===== src/rtl/assert_macros.svh =====
`ifndef ASSERT_MACROS_SVH
`define ASSERT_MACROS_SVH

// property that must hold on every clock edge out of reset
`define ASSERT_AT(lbl, clk, rst_n, prop, msg) \
    lbl: assert property (@(posedge clk) disable iff (!rst_n) prop) else $error(msg);

// condition that must never be seen out of reset
`define ASSERT_NEVER(lbl, clk, rst_n, cond, msg) \
    lbl: assert property (@(posedge clk) disable iff (!rst_n) !(cond)) else $error(msg);

`endif


===== src/rtl/wsd_pkg.sv =====
`timescale 1ns / 1ps

package wsd_pkg;

    localparam int BYTE_W  = 8;
    localparam int CNT_W   = 64;
    localparam int OP_W    = 4;
    localparam int CLOSE_W = 16;
    localparam int LCODE_W = 7;

    localparam logic [LCODE_W-1:0] LEN_CODE_16 = 7'd126;
    localparam logic [LCODE_W-1:0] LEN_CODE_64 = 7'd127;

    localparam logic [OP_W-1:0] OP_CONT   = 4'h0;
    localparam logic [OP_W-1:0] OP_TEXT   = 4'h1;
    localparam logic [OP_W-1:0] OP_BINARY = 4'h2;
    localparam logic [OP_W-1:0] OP_CLOSE  = 4'h8;
    localparam logic [OP_W-1:0] OP_PING   = 4'h9;
    localparam logic [OP_W-1:0] OP_PONG   = 4'hA;

    localparam logic [3:0] PH_HDR0     = 4'd0;
    localparam logic [3:0] PH_HDR1     = 4'd1;
    localparam logic [3:0] PH_EXT64    = 4'd2;
    localparam logic [3:0] PH_EXT16    = 4'd8;
    localparam logic [3:0] PH_EXT_LAST = 4'd9;
    localparam logic [3:0] PH_PAYLOAD  = 4'd10;

    function automatic logic opcode_defined(input logic [OP_W-1:0] op);
        logic ok;
        unique case (op) inside
            OP_CONT, OP_TEXT, OP_BINARY, OP_CLOSE, OP_PING, OP_PONG: ok = 1'b1;
            default: ok = 1'b0;
        endcase
        return ok;
    endfunction

endpackage


===== src/rtl/websocket_frame_deframer_top.sv =====
`timescale 1ns / 1ps
`include "assert_macros.svh"

// Receive-side WebSocket deframer for unmasked frames. One stream byte is taken per
// transfer and exactly one result comes back for it, registered on acceptance: header
// and extended-length bytes give is_payload 0, payload bytes pass through with their offset
// in the whole message, and the byte that finishes a FIN frame carries message_end with the
// total length, the close code of a close message and a flag for an undefined opcode.
// Continuation frames are chained into the open message, whose opcode is the one of its
// first frame. A byte is accepted only while the single output register is empty or its
// result transfer completes in that cycle, so throughput is one byte
// per clock whenever the consumer keeps ready high. Mask and reserved bits are not decoded.
module websocket_frame_deframer_top (
    input  logic                             i_clk,
    input  logic                             i_rst_n,
    input  logic                             i_in_valid,
    output logic                             o_in_ready,
    input  logic [wsd_pkg::BYTE_W-1:0]       i_data_byte,
    output logic                             o_out_valid,
    input  logic                             i_out_ready,
    output logic                             o_is_payload,
    output logic [wsd_pkg::BYTE_W-1:0]       o_payload_byte,
    output logic [wsd_pkg::CNT_W-1:0]        o_byte_offset,
    output logic [wsd_pkg::OP_W-1:0]         o_message_opcode,
    output logic                             o_message_end,
    output logic [wsd_pkg::CNT_W-1:0]        o_message_length,
    output logic [wsd_pkg::CLOSE_W-1:0]      o_close_code,
    output logic                             o_bad_opcode
);

    logic [3:0]                     r_phase, n_phase;
    logic                           r_fin, n_fin;
    logic [wsd_pkg::OP_W-1:0]       r_frame_op, n_frame_op;
    logic [wsd_pkg::CNT_W-1:0]      r_ext_len, n_ext_len;
    logic [wsd_pkg::CNT_W-1:0]      r_remaining, n_remaining;
    logic [wsd_pkg::CNT_W-1:0]      r_count, n_count;
    logic [wsd_pkg::OP_W-1:0]       r_kept_op, n_kept_op;
    logic [wsd_pkg::CLOSE_W-1:0]    r_close, n_close;

    logic                           r_out_valid;
    logic                           r_is_payload, n_is_payload;
    logic [wsd_pkg::BYTE_W-1:0]     r_payload_byte, n_payload_byte;
    logic [wsd_pkg::CNT_W-1:0]      r_byte_offset, n_byte_offset;
    logic [wsd_pkg::OP_W-1:0]       r_msg_op, n_msg_op;
    logic                           r_msg_end, n_msg_end;
    logic [wsd_pkg::CNT_W-1:0]      r_msg_len, n_msg_len;
    logic [wsd_pkg::CLOSE_W-1:0]    r_close_code, n_close_code;
    logic                           r_bad_op, n_bad_op;

    logic                           in_fire;
    logic                           start_frame;
    logic                           frame_done;
    logic [wsd_pkg::CNT_W-1:0]      start_len;
    logic [wsd_pkg::LCODE_W-1:0]    len_code;
    logic [wsd_pkg::OP_W-1:0]       w_kept_op;
    logic [wsd_pkg::CNT_W-1:0]      w_count;
    logic [wsd_pkg::CLOSE_W-1:0]    w_close;

    assign o_in_ready = !r_out_valid || i_out_ready;
    assign in_fire    = i_in_valid && o_in_ready;
    assign len_code   = i_data_byte[wsd_pkg::LCODE_W-1:0];

    always_comb begin
        n_phase        = r_phase;
        n_fin          = r_fin;
        n_frame_op     = r_frame_op;
        n_ext_len      = r_ext_len;
        n_remaining    = r_remaining;
        start_frame    = 1'b0;
        frame_done     = 1'b0;
        start_len      = r_ext_len;
        w_kept_op      = r_kept_op;
        w_count        = r_count;
        w_close        = r_close;
        n_is_payload   = 1'b0;
        n_payload_byte = '0;
        n_byte_offset  = '0;

        if (r_phase == wsd_pkg::PH_HDR0) begin
            n_fin      = i_data_byte[7];
            n_frame_op = i_data_byte[wsd_pkg::OP_W-1:0];
            n_phase    = wsd_pkg::PH_HDR1;
        end else if (r_phase == wsd_pkg::PH_HDR1) begin
            n_ext_len = '0;
            if (len_code == wsd_pkg::LEN_CODE_16) begin
                n_phase = wsd_pkg::PH_EXT16;
            end else if (len_code == wsd_pkg::LEN_CODE_64) begin
                n_phase = wsd_pkg::PH_EXT64;
            end else begin
                start_frame = 1'b1;
                start_len   = {{(wsd_pkg::CNT_W-wsd_pkg::LCODE_W){1'b0}}, len_code};
            end
        end else if (r_phase >= wsd_pkg::PH_EXT64 && r_phase <= wsd_pkg::PH_EXT_LAST) begin
            n_ext_len = {r_ext_len[wsd_pkg::CNT_W-wsd_pkg::BYTE_W-1:0], i_data_byte};
            if (r_phase == wsd_pkg::PH_EXT_LAST) begin
                start_frame = 1'b1;
                start_len   = n_ext_len;
            end else begin
                n_phase = 4'(r_phase + 4'd1);
            end
        end else begin
            n_is_payload   = 1'b1;
            n_payload_byte = i_data_byte;
            n_byte_offset  = r_count;
            if (r_kept_op == wsd_pkg::OP_CLOSE) begin
                if (r_count == '0) begin
                    w_close[15:8] = i_data_byte;
                end else if (r_count == 64'd1) begin
                    w_close[7:0] = i_data_byte;
                end
            end
            w_count     = r_count + 64'd1;
            n_remaining = r_remaining - 64'd1;
            if (r_remaining == 64'd1) begin
                n_phase    = wsd_pkg::PH_HDR0;
                frame_done = 1'b1;
            end
        end

        if (start_frame) begin
            if (r_frame_op != wsd_pkg::OP_CONT) begin
                w_kept_op = r_frame_op;
                w_count   = '0;
                w_close   = '0;
            end
            n_remaining = start_len;
            if (start_len == '0) begin
                n_phase    = wsd_pkg::PH_HDR0;
                frame_done = 1'b1;
            end else begin
                n_phase = wsd_pkg::PH_PAYLOAD;
            end
        end

        n_msg_op     = w_kept_op;
        n_msg_end    = frame_done && r_fin;
        n_msg_len    = n_msg_end ? w_count : '0;
        n_close_code = (n_msg_end && w_kept_op == wsd_pkg::OP_CLOSE && w_count >= 64'd2)
                       ? w_close : '0;
        n_bad_op     = n_msg_end && !wsd_pkg::opcode_defined(w_kept_op);

        n_kept_op = n_msg_end ? '0 : w_kept_op;
        n_count   = n_msg_end ? '0 : w_count;
        n_close   = n_msg_end ? '0 : w_close;
    end

    always_ff @(posedge i_clk) begin
        if (!i_rst_n) begin
            r_phase     <= wsd_pkg::PH_HDR0;
            r_fin       <= 1'b0;
            r_frame_op  <= '0;
            r_ext_len   <= '0;
            r_remaining <= '0;
            r_count     <= '0;
            r_kept_op   <= '0;
            r_close     <= '0;
            r_out_valid <= 1'b0;
        end else begin
            if (in_fire) begin
                r_phase     <= n_phase;
                r_fin       <= n_fin;
                r_frame_op  <= n_frame_op;
                r_ext_len   <= n_ext_len;
                r_remaining <= n_remaining;
                r_count     <= n_count;
                r_kept_op   <= n_kept_op;
                r_close     <= n_close;
                r_out_valid <= 1'b1;
            end else if (i_out_ready) begin
                r_out_valid <= 1'b0;
            end
        end
    end

    always_ff @(posedge i_clk) begin
        if (in_fire) begin
            r_is_payload   <= n_is_payload;
            r_payload_byte <= n_payload_byte;
            r_byte_offset  <= n_byte_offset;
            r_msg_op       <= n_msg_op;
            r_msg_end      <= n_msg_end;
            r_msg_len      <= n_msg_len;
            r_close_code   <= n_close_code;
            r_bad_op       <= n_bad_op;
        end
    end

    assign o_out_valid      = r_out_valid;
    assign o_is_payload     = r_is_payload;
    assign o_payload_byte   = r_payload_byte;
    assign o_byte_offset    = r_byte_offset;
    assign o_message_opcode = r_msg_op;
    assign o_message_end    = r_msg_end;
    assign o_message_length = r_msg_len;
    assign o_close_code     = r_close_code;
    assign o_bad_opcode     = r_bad_op;

    `ASSERT_NEVER(a_phase_range, i_clk, i_rst_n, r_phase > wsd_pkg::PH_PAYLOAD, "phase out of range")
    `ASSERT_AT(a_payload_open, i_clk, i_rst_n, (r_phase == wsd_pkg::PH_PAYLOAD) |-> (r_remaining != '0), "payload phase with no bytes left")
    `ASSERT_AT(a_frame_close, i_clk, i_rst_n, (in_fire && r_phase == wsd_pkg::PH_PAYLOAD && r_remaining == 64'd1) |=> (r_phase == wsd_pkg::PH_HDR0), "frame did not close on last byte")
    `ASSERT_AT(a_hdr_result, i_clk, i_rst_n, (r_out_valid && !r_is_payload) |-> (r_byte_offset == '0 && r_payload_byte == '0), "header result carries payload data")
    `ASSERT_AT(a_end_fields, i_clk, i_rst_n, (r_out_valid && !r_msg_end) |-> (r_msg_len == '0 && r_close_code == '0 && !r_bad_op), "end fields set without message end")

endmodule

===== config.mk =====
export PLATFORM = sky130hd
export DESIGN_NAME = websocket_frame_deframer_top
export DESIGN_NICKNAME = d
export VERILOG_FILES = /design/src/rtl/wsd_pkg.sv /design/src/rtl/websocket_frame_deframer_top.sv
export VERILOG_INCLUDE_DIRS = /design/src /design/src/rtl
export SDC_FILE = /design/constraint.sdc
export NUM_CORES = 1
export LEC_CHECK = 0
export ABC_AREA = 1
export BUFFER_PORTS_ARGS = -buffer_cell sky130_fd_sc_hd__buf_2
export CAP_MARGIN = 15
export CORE_AREA = 2 2 334 254
export DETAILED_ROUTE_END_ITERATION = 16
export DIE_AREA = 0 0 336 256
export PLACE_DENSITY = 0.5
export SLEW_MARGIN = 20
export SYNTH_ARGS = -nofsm -noshare
export SYNTH_HDL_FRONTEND = slang
export SYNTH_SLANG_ARGS = --single-unit

===== constraint.sdc =====
create_clock -name i_clk -period 5.4 [get_ports i_clk]
set_input_delay 1.08 -clock i_clk [delete_from_list [all_inputs] [get_ports i_clk]]
set_output_delay 1.08 -clock i_clk [all_outputs]
set_load 0.1 [all_outputs]

==> results.py, run 1 <==
metrics = {
    "drt": {
        "drc": 0,
        "vias_per_cell": 4.694,
        "initialDrtViolationCount": 2038,
        "drt-wirelength-per-cell_um": 17.22,
        "wirelength_mm": 72.24,
        "dr.pass1.iters": 5,
        "ant_nets": 0,
        "vias": 19700,
    },
    "finish": {
        "layout.nets": 3056,
        "area_growth_pct": 16.56,
        "multiInputGateArea_sq_mm": 0.009428,
        "fill_cells": 9170,
        "drive_gt1_frac": 0.1017,
        "seq_area_sq_mm": 0.009219,
    },
    "synthesis": {
        "async_flop_share": 0,
        "synth_top_cell_by_area": "edfxtp_1",
        "syn_nets": 2946,
        "synth_most_common_cell": "nand2_1",
        "synth-seq-cells": 381,
        "synthTopCellsByArea": "edfxtp_1 23%, dfxtp_1 22%, nand2_1 14%",
        "synth_top_area_frac": 0.2327,
        "synth_seq_area_share": 0.4492,
        "netlist-cell-type-count": 39,
        "synth_common_cells": "749 x nand2_1, 532 x nor2_1, 345 x inv_1",
        "ys_warn_count": 0,
        "netlist_area_sq_mm": 0.02052,
        "synth_edf_count": 159,
        "ys.flop_type": "dfxtp_1",
        "avgSynthCellArea_sq_um": 7.016,
        "netlist_instances": 2925,
    },
    "floorplanning": {
        "core_region_area_sq_mm": 0.08299,
        "initial_core_util": 0.2473,
        "die_h_um": 256,
        "row_count": 92,
        "die_area_sq_mm": 0.08602,
        "pin_count": 173,
        "dieWidth_um": 336,
    },
    "power": {
        "cellLeakagePower_nw": 9.818,
        "p_int_mw": 7.644,
        "power_frac_clock": 0.185,
        "power.density_mw_per_mm2": 655.4,
        "switching_share": 0.5124,
        "seq_power_share": 0.241,
        "ir_drop_v": 0.0003960,
        "combPwrFrac": 0.574,
        "p_sw_mw": 8.033,
    },
    "sta": {
        "rsz0062_at_grt": "no",
        "worst_pin_slew_ps": 1048,
        "slew_violations": 0,
        "holdWs_ps": 464.4,
        "finalSetupTns_ps": 0,
        "finalHoldViolCount": 0,
        "slew_headroom": 0.3012,
        "fin_ws_ps": 918.1,
        "post-route-period-util": 0.8300,
        "max_freq_mhz": 223.1,
        "setup_viol": 0,
        "post-route-min-period_ps": 4482,
        "skew_ps": 20.67,
    },
    "global_routing": {
        "grt_overflow": 0,
        "grt_pass1_wl_mm": 110.8,
        "grt_max_degree": 109,
        "grt_pass1_vias": 18030,
        "antenna_found_initial": 0,
        "grt_use_total": 0.1639,
    },
    "setup_path": {
        "endpoint_kind": "flop",
        "cp.arrival_ps": 4910,
        "start_kind": "flop",
        "r2r_cells": 21,
        "cp.required_ps": 5830,
        "crit_type": "flop to flop",
        "crit_fanout": 62,
    },
    "clocking": {
        "cts.sinks": 381,
        "cts_resized": 0,
        "numCtsBuffers": 40,
        "cts_buffer_depth": 3,
        "clkTransAtPathRegs_ps": 60,
        "root_buffer": "clkbuf_16",
        "cts_tree": "done",
        "worstSkewPairLatency_ps": 580,
        "hold_buffers": 0,
        "post_cts_buffers": 0,
        "htreeDepth": 2,
    },
    "hold_path": {
        "hp-class": "flop to flop",
        "whs_path_depth": 2,
    },
    "placement": {
        "place_hpwl_mm": 50.94,
        "place.port_buffers": 172,
        "gp_congestion": 0.9665,
        "place_ws_ps": 894.2,
    },
    "run": {
        "cap_violations": 0,
    },
    "run_status": {
        "run_status": "finished clean",
    },
}
final cells by class:
| cell class | instances | area share |
|---|---|---|
| Clock inverter | 26 | 0.01130 |
| Tap cell | 1128 | 0.05900 |
| Timing Repair Buffer | 208 | 0.05043 |
| Antenna cell | 1 | 0.0001046 |
| Sequential cell | 381 | 0.3854 |
| Clock buffer | 48 | 0.04399 |
| Inverter | 352 | 0.05561 |
| Multi-Input combinational cell | 2052 | 0.3942 |
layer usage:
layer / routed length (um) / track usage / up-vias
met2: 27630 / 0.2122 / 682
met5: 0 / 0 / -
met3: 6291 / 0.04197 / 62
li1: - / - / 9666
met1: 37440 / 0.2644 / 9288
met4: 874 / 0.03052 / 0
registers in the layout (all words and copies together) (netlist names):
name	cells
r_remaining	64
r_close	16
r_count	64
o_is_payload	1
o_out_valid	1
r_ext_len	64
r_phase	4
o_byte_offset	64
o_payload_byte	8
r_kept_op	4
o_bad_opcode	1
r_frame_op	4
o_message_end	1
o_message_length	64
r_fin	1
o_message_opcode	4
o_close_code	16
power by group through the flow:
stage          Combinational, mW  Clock [mW]  Sequential (mW)
4_1_cts                     8.94        2.97             3.77
3_5_place_dp                8.88           0             3.83
5_1_grt                     9.92        3.08             3.83
3_3_place_gp                8.92           0             3.83
6_report                    9.00        2.90             3.78
2_1_floorplan               5.87           0             4.26
stage by stage:
stage | util | std cells | power [mW] | instance area [sq um]
finish | 0.2882 | 4196 | 15.68 | 23920
global placement | 0.2722 | 4121 | 12.75 | 22590
CTS | 0.2882 | 4195 | 15.69 | 23920
detailed placement | 0.2722 | 4121 | 12.71 | 22590
floorplan | - | 2925 | 10.13 | 20520
global route | 0.2882 | 4195 | 16.84 | 23920
worst paths after layout:
kind               from              end  slack, ps
max          r_phase[0]  o_close_code[1]        920
max reg2reg  r_phase[0]  o_close_code[1]        920
min reg2reg  r_close[9]       r_close[9]        460
min          r_close[9]       r_close[9]        460
worst max-delay path, stage by stage (launching register included):
cell,delay (ps)
dfxtp_1,420
inv_1,120
ha_1,230
nand2_2,70
buf_4,610
nand3_2,170
inv_2,100
buf_4,490
nand2_1,230
nand2_1,140
nand2_1,60
nor2_1,180
nand2_1,80
nor2_1,120
nand2_1,150
nor2_1,120
nand2_1,70
nand2_1,120
nand2_4,170
nor2_1,160
nand2_2,280
nor2_1,190
kinds of logic after synthesis:
kind of cell / synth area share
AND/OR/NAND/NOR: 0.3116
buffers and inverters: 0.09377
AO/OA/AOI/OAI: 0.1130
flip-flops: 0.4492
XOR/XNOR: 0.02689
adder cells (fa/ha/maj): 0.005488
placed cells by master (no fill, tap or decap), types with 2 or more instances in the layout:
| master | n |
|---|---|
| nor3_1 | 49 |
| dfxtp_1 | 222 |
| nor2_4 | 3 |
| nand2_4 | 3 |
| edfxtp_1 | 159 |
| nor2_1 | 530 |
| inv_1 | 342 |
| ha_1 | 9 |
| nand4_1 | 51 |
| inv_6 | 3 |
| clkinv_1 | 4 |
| o211ai_1 | 67 |
| clkinvlp_4 | 3 |
| inv_2 | 8 |
| xnor2_1 | 27 |
| buf_12 | 6 |
| clkbuf_1 | 7 |
| o21ai_1 | 28 |
| xor2_1 | 36 |
| nand2_1 | 746 |
| a31oi_1 | 2 |
| buf_4 | 30 |
| buf_2 | 172 |
| clkinv_2 | 11 |
| a21oi_1 | 173 |
| nor4_1 | 7 |
| nand3_1 | 144 |
| nor2_2 | 15 |
| clkbuf_16 | 41 |
| clkinv_4 | 2 |
| o21ai_0 | 72 |
| o22ai_1 | 66 |
| nand3b_1 | 7 |
| nand2_2 | 6 |
| bufinv_16 | 5 |
No activity file was read; power rests on OpenSTA's default activity.
==> run 2: changes to the inputs <==
clock period = 3.93 ns   (was 5.4 ns; I/O delays follow)
==> run 2 against run 1 <==
- hold slack lost 2.1 ps
- non-clock buffer count grew 72
- sequential power grew 37%
==> results.py, run 2 (synthesis gave the netlist of run 1 again) <==
metrics = {
    "drt": {
        "vias": 19990,
        "drc": 0,
        "vias_per_cell": 4.682,
        "ant_nets": 0,
        "drt-wirelength-per-cell_um": 17.73,
        "dr.pass1.iters": 5,
        "wirelength_mm": 75.67,
        "initialDrtViolationCount": 2145,
    },
    "sta": {
        "worst_pin_slew_ps": 905.9,
        "rsz0062_at_grt": "no",
        "slew_violations": 0,
        "slew_headroom": 0.3960,
        "max_freq_mhz": 268.6,
        "finalSetupTns_ps": 0,
        "finalHoldViolCount": 0,
        "fin_ws_ps": 207.2,
        "post-route-period-util": 0.9473,
        "holdWs_ps": 462.3,
        "setup_viol": 0,
        "post-route-min-period_ps": 3723,
        "skew_ps": 27.78,
    },
    "setup_path": {
        "crit_path_cell_trace": "ha_1 > nand3_1 > nor2_1 > nand2_1 > nor2_1 > nand2_1 > nor2_2 > nand4_1 > nand3_1 > nand2_1 > nor2_1 > nand2_1 > nor2_1 > nand3_1 > nand2_2 > buf_12 > nor2_1",
        "crit_path_frequent_cell": "nor2_1",
        "critPathTopFamily": "simple AND/OR/NAND/NOR gates",
        "reg2reg_slack_ps": 210,
        "r2r_cells": 17,
        "critical_path_buf_inv_count": 1,
        "cp.arrival_ps": 4030,
        "cp_slowest_stage_delay_ps": 400,
        "crit_fanout": 16,
        "cp.required_ps": 4230,
        "slowest_stage": "dfxtp_1",
        "r2r-end": "o_close_code[4]",
        "r2r_start": "r_count[1]",
        "start_kind": "flop",
        "crit_type": "flop to flop",
        "endpoint_kind": "flop",
    },
    "placement": {
        "gp_congestion": 0.9603,
        "place.port_buffers": 172,
        "place_hpwl_mm": 55.78,
        "place_ws_ps": 192.9,
        "dp.cells": 4193,
    },
    "finish": {
        "layout.nets": 3129,
        "seq_area_sq_mm": 0.009223,
        "area_growth_pct": 20.14,
        "final_common_cell": "nand2_1",
        "drive_gt1_frac": 0.1261,
        "stdcell_count": 4269,
        "antenna_cells": 0,
        "fill_cells": 9187,
        "final_cell_mix": "744 x nand2_1, 526 x nor2_1, 340 x inv_1, 219 x dfxtp_1, 173 x a21oi_1",
        "multiInputGateArea_sq_mm": 0.009479,
    },
    "global_routing": {
        "grt_use_met3": 0.04031,
        "grt_use_total": 0.1719,
        "grt.met2_usage": 0.2239,
        "grt_overflow": 0,
        "grt_max_degree": 88,
        "grt_pass1_wl_mm": 115.2,
        "grt_use_met1": 0.2799,
        "top_usage_layer": "met1",
        "grt_pass1_vias": 18470,
        "antenna_found_initial": 1,
    },
    "clocking": {
        "hold_buffers": 0,
        "cts_buffer_depth": 3,
        "root_buffer": "clkbuf_16",
        "numCtsBuffers": 41,
        "cts_tree": "done",
        "cts.sinks": 381,
        "cts_resized": 0,
        "htreeDepth": 2,
        "post_cts_buffers": 0,
        "worstSkewPairLatency_ps": 580,
        "clkTransAtPathRegs_ps": 60,
    },
    "hold_path": {
        "hp-class": "flop to flop",
        "hold_path_end": "r_close[7]",
        "whs_path_depth": 2,
        "worstHoldStart": "r_close[7]",
    },
    "power": {
        "ir_drop_v": 0.0006488,
        "cellLeakagePower_nw": 10.20,
        "power.density_mw_per_mm2": 896.6,
    },
    "floorplanning": {
        "dieWidth_um": 336,
        "row_count": 92,
        "die_area_sq_mm": 0.08602,
        "pin_count": 173,
        "core_region_area_sq_mm": 0.08299,
        "die_h_um": 256,
        "initial_core_util": 0.2473,
    },
    "run": {
        "cap_violations": 0,
    },
    "run_status": {
        "run_status": "finished clean",
    },
}
run 2: cell count changes in the layout (fill, tap and decap cells not counted), sizes merged:
| cell | previous run | this run |
|---|---|---|
| buf | 208 | 280 |
| bufinv | 5 | 4 |
| clkbuf | 48 | 55 |
| clkinv | 17 | 16 |
| clkinvlp | 3 | 2 |
| diode | 1 | 0 |
| inv | 353 | 351 |
run 2: worst max path at each step:
stage	slack [ps]	from	endpoint	cells after the start
4_1_cts	160	r_phase[1]	o_close_code[4]	19
5_1_grt	8	r_phase[1]	o_close_code[4]	22
6_report	210	r_count[1]	o_close_code[4]	17
3_3_place_gp	240	r_phase[1]	o_close_code[2]	19
3_5_place_dp	190	r_phase[1]	o_close_code[4]	19
2_1_floorplan	-80	i_out_ready	r_phase[1]	8
run 2: area by class of cell:
| class | count | area share |
|---|---|---|
| multi-input combinational | 2052 | 0.3845 |
| sequential | 381 | 0.3741 |
| timing repair buffer | 280 | 0.07440 |
| tap | 1128 | 0.05725 |
| inverter | 352 | 0.05410 |
| clock buffer | 55 | 0.04710 |
| clock inverter | 21 | 0.008577 |
run 2: power breakdown:
group / internal, mW / total (mW) / switching [mW]
sequential: 4.64 / 5.19 / 0.551
clock: 2.34 / 4.06 / 1.72
combinational: 3.91 / 12.9 / 8.94
total: 10.9 / 22.1 / 11.2
run 2: through the flow:
stage                 util  instance area (sq um)  total power [mW]
global route        0.2971                  24650             23.72
finish              0.2971                  24650             22.11
floorplan                -                  20560             13.93
detailed placement  0.2803                  23260             17.93
CTS                 0.2968                  24630             22.09
global placement    0.2803                  23260             18.00
run 2: routing by layer:
layer	share of wire	routed length, um
met1	0.52	39490
met2	0.38	28730
met5	0	0
met3	0.087	6619
met4	0.011	838
run 2: worst reg2reg max path, stage by stage, from the launching register on:
cell and delay (ps):
dfxtp_1 400, ha_1 220, nand3_1 110, nor2_1 160, nand2_1 140, nor2_1 320
nand2_1 240, nor2_2 390, nand4_1 130, nand3_1 210, nand2_1 110, nor2_1 110
nand2_1 60, nor2_1 210, nand3_1 230, nand2_2 160, buf_12 170, nor2_1 70
